--- config.mk ---
export PLATFORM = sky130hd
export DESIGN_NAME = lbc_fifo
export DESIGN_NICKNAME = d
export VERILOG_FILES = /design/src/rtl/lbc_fifo.sv
export SDC_FILE = /design/constraint.sdc
export NUM_CORES = 1
export LEC_CHECK = 0
export CAP_MARGIN = 10
export CORE_MARGIN = 2
export CORE_UTILIZATION = 40
export CTS_BUF_LIST = sky130_fd_sc_hd__clkbuf_4
export CTS_CLUSTER_SIZE = 10
export DETAILED_ROUTE_END_ITERATION = 10
export DONT_BUFFER_PORTS = 1
export PLACE_DENSITY_LB_ADDON = 0.25
export SLEW_MARGIN = 20
export SYNTH_ARGS = -nofsm -noshare
export SYNTH_HDL_FRONTEND = slang
export SYNTH_SLANG_ARGS = --single-unit
--- constraint.sdc ---
create_clock -name clk -period 3.1 [get_ports clk]
set_input_delay 0.31 -clock clk [delete_from_list [all_inputs] [get_ports clk]]
set_output_delay 0.31 -clock clk [all_outputs]
set_load 0.005 [all_outputs]
--- src/rtl/lbc_fifo.sv ---
// Small register queue used between the front and back and at the result side.
`default_nettype none
module lbc_fifo #(
    parameter int WIDTH = 8,
    parameter int DEPTH = 4
) (
    input  wire logic             clk,
    input  wire logic             rst_n,
    input  wire logic             push,
    input  wire logic [WIDTH-1:0] wdata,
    output logic                  full,
    input  wire logic             pop,
    output logic      [WIDTH-1:0] rdata,
    output logic                  empty
);
    localparam int PTR_BITS = (DEPTH > 1) ? $clog2(DEPTH) : 1;
    localparam int CNT_BITS = $clog2(DEPTH + 1);

    logic [WIDTH-1:0]    mem_reg [DEPTH];
    logic [PTR_BITS-1:0] wr_ptr_reg, wr_ptr_next;
    logic [PTR_BITS-1:0] rd_ptr_reg, rd_ptr_next;
    logic [CNT_BITS-1:0] count_reg, count_next;
    logic                do_push;
    logic                do_pop;

    assign full    = (count_reg == CNT_BITS'(DEPTH));
    assign empty   = (count_reg == '0);
    assign do_push = push && !full;
    assign do_pop  = pop && !empty;
    assign rdata   = mem_reg[rd_ptr_reg];

    always_comb
    begin
        wr_ptr_next = wr_ptr_reg;
        rd_ptr_next = rd_ptr_reg;
        count_next  = count_reg;
        if (do_push)
        begin
            wr_ptr_next = (wr_ptr_reg == PTR_BITS'(DEPTH - 1)) ? '0 : wr_ptr_reg + 1'b1;
        end
        if (do_pop)
        begin
            rd_ptr_next = (rd_ptr_reg == PTR_BITS'(DEPTH - 1)) ? '0 : rd_ptr_reg + 1'b1;
        end
        case ({do_push, do_pop})
            2'b10:   count_next = count_reg + 1'b1;
            2'b01:   count_next = count_reg - 1'b1;
            default: count_next = count_reg;
        endcase
    end

    always_ff @(posedge clk or negedge rst_n)
    begin
        if (!rst_n)
        begin
            wr_ptr_reg <= '0;
            rd_ptr_reg <= '0;
            count_reg  <= '0;
        end
        else
        begin
            wr_ptr_reg <= wr_ptr_next;
            rd_ptr_reg <= rd_ptr_next;
            count_reg  <= count_next;
        end
    end

    always_ff @(posedge clk)
    begin
        if (do_push)
        begin
            mem_reg[wr_ptr_reg] <= wdata;
        end
    end

endmodule
`default_nettype wire

; ---- Word level (Yosys, flattened, before mapping)
; Memory sizes are Yosys's and may differ from the RTL's.
; Cells that the tools add are included.
; W data, S select, Z words.
[op_classes]
n_addsub = 4
eq_ne = 5
muxes = 5
n_reduce_logical = 6
[op_table]
columns = cell, count
row1 = $eq A2 B2 Y1 const B, 3
row2 = $pmux W3 S2, 1
row3 = $add A2 B1 Y2 const B, 2
row4 = $mux W2, 2
row5 = $add A3 B1 Y3 const B, 1
row6 = $eq A3 B3 Y1 const B, 1
row7 = $logic_not A3 Y1, 1
row8 = $sub A3 B1 Y3 const B, 1
row9 = $eq A2 B1 Y1 const B, 1
row10 = $logic_and A1 B1 Y1, 2
row11 = $logic_not A1 Y1, 2
row12 = $mux W1, 2
row13 = $reduce_bool A2 Y1, 1
[word_totals]
reg_bits = 7
mem_bits_rw = 32
input_bits = 12
out_inout_bits = 10
wordCells = 24
mem_count = 1
[memory_table]
columns = name, words, word_bits, read_ports, rd_ports_with_merged_regs, write_ports, line
row1 = mem_reg, 4, 8, 1, 0, 1, 19  ; logic [WIDTH-1:0] mem_reg [DEPTH];

; ---- Depth between registers and ports, before layout
; Gate-level depths: netlist (run 1).
[logic_depth]
word_depth = 5
depth_mapped = 9

; ---- Worst setup path after synthesis (run 1)
; OpenSTA, ideal clock, no wires.
[synth_timing]
path_type = register -> register
startpoint = register count_reg[0]
endpoint = register count_reg[2]
setup_time_ns = 0.079
arrival_time_ns = 1.989
slack_ns = 1.031
stages_incl_launch_ff = 10
path_buffers = 0
period_less_slack_ns = 2.069
path_cell_list = dfrtp_1 -> or3b_4 -> and2_4 -> inv_1 -> ha_1 -> inv_1 -> fa_1 -> xor2_1 -> nor2_1 -> xor2_1
[synth_via]
elab_chain_cells = 5
elab_cells_between_ends = 12
classes_between = 2 x add/sub / 3 x eq/ne / 1 x mux / 6 x reduce/logical
[synth_lines]
columns = element, line
row1 = "start, declared", 22  ; logic [CNT_BITS-1:0] count_reg, count_next;
row2 = "start signal, assigned", 64  ; count_reg <= count_next;
row3 = $eq A3 B3 Y1 / $logic_not A3 Y1 (equally long branches), "26, 27"
row4 = $logic_not A1 Y1 (on tied branches), "28, 29"
row5 = $logic_and A1 B1 Y1 (on tied branches), "28, 29"
row6 = $eq A2 B1 Y1 / $eq A2 B2 Y1 (equally long branches), 45  ; case ({do_push, do_pop})
row7 = $pmux W3 S2 / $reduce_bool A2 Y1 (equally long branches), -
; Several ways; a longest one is shown, not always the timed one.
; A chain may end at the register's enable or synchronous reset.

; ---- Worst setup path in the final report (run 1)
; Ends and elaborated chain as after synthesis.

==> flow_summary_export.csv, run 1 <==
group,metric,value,unit
hold_path,min_path_type,"in -> reg",
layout,diodes,0,
timing,fin_tns_setup,0,ns
setup_path,reg2regPathDepth,9,
global_route,grt_pass1_vias,729,
timing,layout_setup_ws,0.9252,ns
layout,areaGrowthSynthToFinish,7.531,%
setup_path,startpoint_type,"register",
routing,drt-total-wl,2346,um
clock_tree,worst_skew_pair.late_latency,0.34,ns
routing,drt_first_iter_violations,35,
clock_tree,clockBufferDepth,2,
logic_synthesis,yosysWarnings,0,
logic_synthesis,ys_async_sr_fraction,17.95,%
global_route,grt_antenna_before_repair,0,
clock_tree,clock_sinks,39,
setup_path,crit_arrival,2.45,ns
layout,largest_register_ffs,32,
clock_tree,path_clk_slew,0.11,ns
clock_tree,htreeDepth,2,
setup_path,r2r-end,"count_reg[2]$_DFFE_PN0P_",
logic_synthesis,ys_seq_elements,39,
global_route,grt_max_degree,12,
routing,dr_total_vias,687,
setup_path,crit_path_end_kind,"register",
setup_path,cp_max_fo,6,
timing,hold_violations,0,
floorplanning,core,3943,um^2
pwr,finalPower,1.514,mW
timing,final_max_slew_viol_count,0,
pwr,p_leak,0.6439,nW
logic_synthesis,synth-edff-count,32,
setup_path,r2r_slack,0.93,ns
global_route,overflow,0,
clock_tree,ctsRootBufferMaster,"clkbuf_4",
timing,worst_pin_slew,0.5965,ns
routing,ant_nets,0,
clock_tree,cts_tree,"done",
timing,finalClockSkew,0.006427,ns
floorplanning,die_y,67.48,um
setup_path,critPathRequiredTime,3.37,ns
pwr,p_comb_share,28.8,%
layout,final_nets,108,
layout,fin_area,1733,um^2
timing,setup_viol,0,
placed_design,gp_congestion,0.7577,
logic_synthesis,syn_avg_cell_area,19.42,um^2
pwr,swShare,29.95,%
routing,first_pass_iters,4,
clock_tree,cts_resized,0,
layout,drive_above_1_share,28.89,%
floorplanning,io_pins,22,
run,drv_cap,0,
clock_tree,cts_hold_buffers,1,
placed_design,place_ws,0.9084,ns
timing,max_freq,0.4598,GHz
status,status,"completed",
pwr,p_int,1.060,mW
logic_synthesis,synthFlopType,"edfxtp_1",
setup_path,startpoint,"count_reg[0]$_DFFE_PN0P_",
pwr,seqPwrFrac,54.3,%
floorplanning,die_w,67.48,um
setup_path,path_class,"reg -> reg",
placed_design,portBuffers,0,
logic_synthesis,syn_inst,83,
clock_tree,cts_setup_buffers,0,
logic_synthesis,synth_seq_area_share,70.50,%
timing,rsz0062_at_grt,"false",
routing,viasPerCell,4.907,
timing,min_period,2.175,ns
placed_design,place_area,1665,um^2
floorplanning,die_area,4553,um^2
floorplanning,num_rows,23,
global_route,grt_pass1_wl,3726,um
logic_synthesis,synthesis.nets,102,
routing,drc,0,
pwr,p_switching,453.4,uW
floorplanning,start_util,40.88,%
pwr,power.share.clock,16.9,%
global_route,grt_use_total,12.39,%
pwr,max-vdd-ir-drop,331.0,uV
pwr,powerDensity,873.6,nW/um^2
placed_design,dpl.hpwl,1641,um
timing,slew_headroom,60.23,%
setup_path,crit_path_end,"count_reg[2]$_DFFE_PN0P_",
timing,finalCritPeriodShare,70.16,%
logic_synthesis,netlist_area,1612,um^2
logic_synthesis,synth.distinct_cells,19,
setup_path,r2r-start,"count_reg[0]$_DFFE_PN0P_",
clock_tree,cts_buffers,5,
routing,avgRoutedWirePerCell,16.76,um
cell usage in the layout, fill, tap and decap left out:
cell	n
clkbuf_4	7
mux4_2	8
dlygate4sd3_1	1
nand2b_1	1
mux2_4	2
nor2_1	3
mux2_2	2
inv_1	8
nor3_1	1
edfxtp_1	32
dfrtp_1	7
fa_1	1
and3_2	4
xor2_1	2
mux2i_1	1
or3b_4	1
xnor2_1	1
ha_1	6
and2_4	1
clkinv_2	1
worst max-delay path, stage by stage, from the launching register on:
cell	delay, ns
dfrtp_1	0.43
or3b_4	0.44
and2_4	0.19
inv_1	0.05
ha_1	0.17
inv_1	0.06
fa_1	0.37
xor2_1	0.15
nor2_1	0.11
xor2_1	0.14
worst min-delay path by stage:
stage / startpoint / to / slack [ns] / depth (start not counted)
floorplan: rst_n / count_reg[0]$_DFFE_PN0P_ / 0.01 / 0
global placement: rst_n / count_reg[2]$_DFFE_PN0P_ / 0.01 / 0
detailed placement: rst_n / count_reg[2]$_DFFE_PN0P_ / 0.01 / 0
CTS: wdata[4] / mem_reg[3][4]$_DFFE_PP_ / 0.04 / 0
global route: wdata[6] / mem_reg[3][6]$_DFFE_PP_ / 0.03 / 0
finish: wdata[1] / mem_reg[2][1]$_DFFE_PP_ / 0.06 / 0
synth_stat cells, drive strengths merged, types with 2 or more instances:
library cell  instances  area share, %
edfxtp               32             60
inv                   8            1.9
mux4                  8             11
dfrtp                 7             11
ha                    6            4.7
and3                  4            1.9
mux2                  4            3.3
nor2                  3           0.70
buf                   2           0.54
xor2                  2            1.1
metal layers:
layer  vias to the layer above  part of all wire [%]  global-route usage (%)
met5                         -                     0                       0
met4                         0                   2.1                   6.122
met3                         5                   7.0                   5.833
met2                        17                    51                   19.24
met1                       341                    40                   14.40
li1                        324                     -                       -
through the flow:
step	std cells	utilization, %	hold slack [ns]
after floorplan	83	-	0.01441
after global placement	131	42.24	0.01457
after detailed placement	131	42.24	0.01454
after CTS	140	43.95	0.04367
after global routing	140	43.95	0.02868
final	140	43.95	0.05928
logic make-up (layout without fill, tap and decap cells):
kind of cell | Yosys count | count (layout) | synth area share [%]
adder cells (fa/ha/maj) | 7 | 7 | 5.901
buffers and inverters | 10 | 17 | 2.406
AND/OR/NAND/NOR | 11 | 11 | 4.503
multiplexers | 13 | 13 | 15.06
XOR/XNOR | 3 | 3 | 1.631
flip-flops | 39 | 39 | 70.50
cell type report:
class | instances | area, um^2
Timing Repair Buffer | 1 | 10.01
Fill cell | 340 | 2210
Inverter | 8 | 30.03
Clock buffer | 7 | 52.55
Multi-Input combinational cell | 34 | 436.7
Tap cell | 50 | 62.56
Clock inverter | 1 | 5.005
Sequential cell | 39 | 1136
power groups by stage:
stage	Combinational (mW)	Sequential [mW]	Clock, mW
5_1_grt	0.492	0.847	0.285
6_report	0.436	0.822	0.256
3_5_place_dp	0.451	0.839	0
4_1_cts	0.452	0.829	0.267
3_3_place_gp	0.430	0.833	0
2_1_floorplan	0.418	0.763	0
No activity file was read; power rests on OpenSTA's default activity.
==> run 2, diff against run 1 <==
Settings changed: ABC_AREA from default to 1.
Clock period 3.1 ns to 2.1 ns, I/O delays scaled along.
==> run 2 against run 1 <==
  * Clock power is 98% higher
  * Via count rose by 59%
  * Non-clock buffer count grew 15
  * Die area up 9.5%
  * Clock skew is 0.0014 ns higher
  * Flip-flop and latch count did not move
  * Synthesized cell count grew 86%
  * Count of clock-buffer cells in the layout fell by 2
  * Power is 68% higher
  * Register-to-register slack worse by 0.70 ns
  * Critical endpoint unchanged
  * Largest cell class unchanged
  * Highest routed layer unchanged
==> flow_summary_export.csv, run 2 <==
group,metric,value,unit
placed_design,place_area,1821,um^2
layout,diodes,0,
logic_synthesis,netlist_area,1774,um^2
status,status,"completed",
layout,mostFrequentLayoutCells,"nand2_1, inv_1, edfxtp_1",
logic_synthesis,ys_seq_elements,39,
global_route,grt_pass1_vias,1073,
timing,layout_setup_ws,0.2293,ns
routing,first_pass_iters,6,
timing,finalCritPeriodShare,89.08,%
setup_path,startpoint,"count_reg[1]$_DFFE_PN0P_",
setup_path,critPathTopFamily,"simple AND/OR/NAND/NOR gates",
timing,setup_viol,0,
setup_path,cp_max_fo,7,
setup_path,r2r-end,"count_reg[2]$_DFFE_PN0P_",
logic_synthesis,synth_area_leaders,"edfxtp_1, dfrtp_1, nand2_1",
floorplanning,start_util,41.03,%
logic_synthesis,syn_inst,154,
setup_path,max_stage_delay,0.40,ns
clock_tree,cts_setup_buffers,0,
timing,final_max_slew_viol_count,0,
routing,ant_nets,0,
setup_path,crit_path_end_kind,"register",
floorplanning,die_area,4984,um^2
global_route,grt_max_degree,33,
logic_synthesis,synth_seq_area_share,64.03,%
placed_design,dpl.hpwl,2065,um
hold_path,min_to,"wr_ptr_reg[1]$_DFFE_PN0P_",
setup_path,critPathRequiredTime,2.35,ns
setup_path,crit_arrival,2.12,ns
layout,drive_above_1_share,9.827,%
layout,fin_area,2012,um^2
global_route,overflow,0,
pwr,powerDensity,1261,nW/um^2
setup_path,cp_num_buf_inv,2,
logic_synthesis,synth_top_cell_area_share,54.16,%
timing,hold_violations,0,
timing,fin_tns_setup,0,ns
layout,final_nets,191,
logic_synthesis,yosysTopAreaCell,"edfxtp_1",
timing,rsz0062_at_grt,"false",
placed_design,portBuffers,0,
timing,max_freq,0.5346,GHz
timing,whs,0.01019,ns
run,drv_cap,0,
setup_path,cp_slowest_cell,"dfrtp_1",
floorplanning,die_y,70.60,um
clock_tree,path_clk_slew,0.12,ns
logic_synthesis,syn_avg_cell_area,11.52,um^2
floorplanning,num_rows,24,
clock_tree,clockBufferDepth,2,
global_route,grt_use_total,13.50,%
routing,dr_total_vias,1095,
clock_tree,worst_skew_pair.late_latency,0.35,ns
setup_path,crit_top_cell,"nand2_1",
routing,drt_first_iter_violations,51,
logic_synthesis,yosysMostFrequentCell,"nand2_1",
hold_path,hold_path_depth,2,
layout,largest_register_ffs,32,
logic_synthesis,yosysWarnings,0,
setup_path,path_class,"reg -> reg",
timing,worst_pin_slew,0.4521,ns
floorplanning,die_w,70.60,um
global_route,grt_antenna_before_repair,0,
clock_tree,clock_sinks,39,
clock_tree,ctsRootBufferMaster,"clkbuf_4",
clock_tree,cts_tree,"done",
global_route,grt_pass1_wl,5023,um
logic_synthesis,synth-edff-count,32,
routing,avgRoutedWirePerCell,13.39,um
logic_synthesis,synthFlopType,"edfxtp_1",
logic_synthesis,ys_async_sr_fraction,17.95,%
clock_tree,cts_buffers,5,
floorplanning,io_pins,22,
setup_path,crit_path_cell_trace,"inv_1, nand3_2, nand2_4, ha_1, inv_1, fa_1, nand2_1, nand3_1, nand2_1, nand2_1",
routing,drt-total-wl,3012,um
layout,n_fill_cell,426,
logic_synthesis,synthesis.nets,173,
hold_path,min_from,"push",
layout,areaGrowthSynthToFinish,13.40,%
pwr,max-vdd-ir-drop,535.6,uV
logic_synthesis,synth.top_cells.by_count,"nand2_1, edfxtp_1, inv_1",
pwr,p_leak,0.8682,nW
logic_synthesis,synth.distinct_cells,16,
setup_path,r2r_slack,0.23,ns
placed_design,gp_congestion,0.7486,
placed_design,place_ws,0.2484,ns
hold_path,min_path_type,"in -> reg",
floorplanning,core,4324,um^2
routing,viasPerCell,4.867,
timing,min_period,1.871,ns
pwr,finalPower,2.536,mW
setup_path,startpoint_type,"register",
timing,finalClockSkew,0.007852,ns
setup_path,r2r-start,"count_reg[1]$_DFFE_PN0P_",
routing,drc,0,
setup_path,reg2regPathDepth,10,
timing,slew_headroom,69.86,%
layout,layout_commonest_cell,"nand2_1",
clock_tree,htreeDepth,2,
run 2: changes by cell type after synthesis, sizes merged, moves of 4 or more:
cell / before / now
o211ai: 0 / 16
nand2: 0 / 39
nand3: 0 / 7
mux4: 8 / 0
inv: 8 / 32
mux2: 4 / 0
and3: 4 / 0
run 2: stage by stage:
| step | util, % | std cells |
|---|---|---|
| 4_1_cts | 46.53 | 225 |
| 6_report | 46.53 | 225 |
| 5_1_grt | 46.53 | 225 |
| 3_3_place_gp | 42.10 | 206 |
| 3_5_place_dp | 42.10 | 206 |
| 2_1_floorplan | - | 154 |
run 2: cells by family after synthesis:
kind of cell | count (synthesis) | synth area share, %
AND/OR/NAND/NOR | 53 | 12.84
flip-flops | 39 | 64.03
buffers and inverters | 37 | 9.944
AO/OA/AOI/OAI | 17 | 7.334
adder cells (fa/ha/maj) | 7 | 5.360
XOR/XNOR | 1 | 0.4937
run 2: area by class of cell:
type	instances	area (um^2)	area share, %
flip-flops and latches	39	1136	56.47
multi-input cells	78	461.7	22.95
repair buffers	16	147.6	7.338
inverters	32	120.1	5.970
well taps	52	65.06	3.234
clock inverters	3	43.79	2.177
clock buffers	5	37.54	1.866
run 2: routing by layer:
layer	vias up	track usage, %	routed length (um)
li1	541	-	-
met3	6	4.558	126
met4	0	5.031	53
met1	528	15.60	1268
met5	-	0	0
met2	20	23.38	1564
run 2: timing repair:
item,in CTS,in global routing
hold buffers,11,0
setup endpoints to repair,0,0
hold endpoints to repair,42,0
resized for setup,0,0
run 2: how the worst max path moves through the flow:
stage / endpoint / cells past startpoint
4_1_cts: count_reg[2]$_DFFE_PN0P_ / 10
3_5_place_dp: count_reg[2]$_DFFE_PN0P_ / 10
6_report: count_reg[2]$_DFFE_PN0P_ / 10
2_1_floorplan: count_reg[2]$_DFFE_PN0P_ / 10
3_3_place_gp: count_reg[2]$_DFFE_PN0P_ / 10
5_1_grt: count_reg[2]$_DFFE_PN0P_ / 10
run 2: where the power goes:
group	switching [mW]	total [mW]	leakage, nW	internal (mW)
logic	0.563	0.880	0.445	0.317
clock network	0.256	0.506	0.0452	0.251
registers	0.113	1.15	0.378	1.04
total	0.932	2.54	0.868	1.60
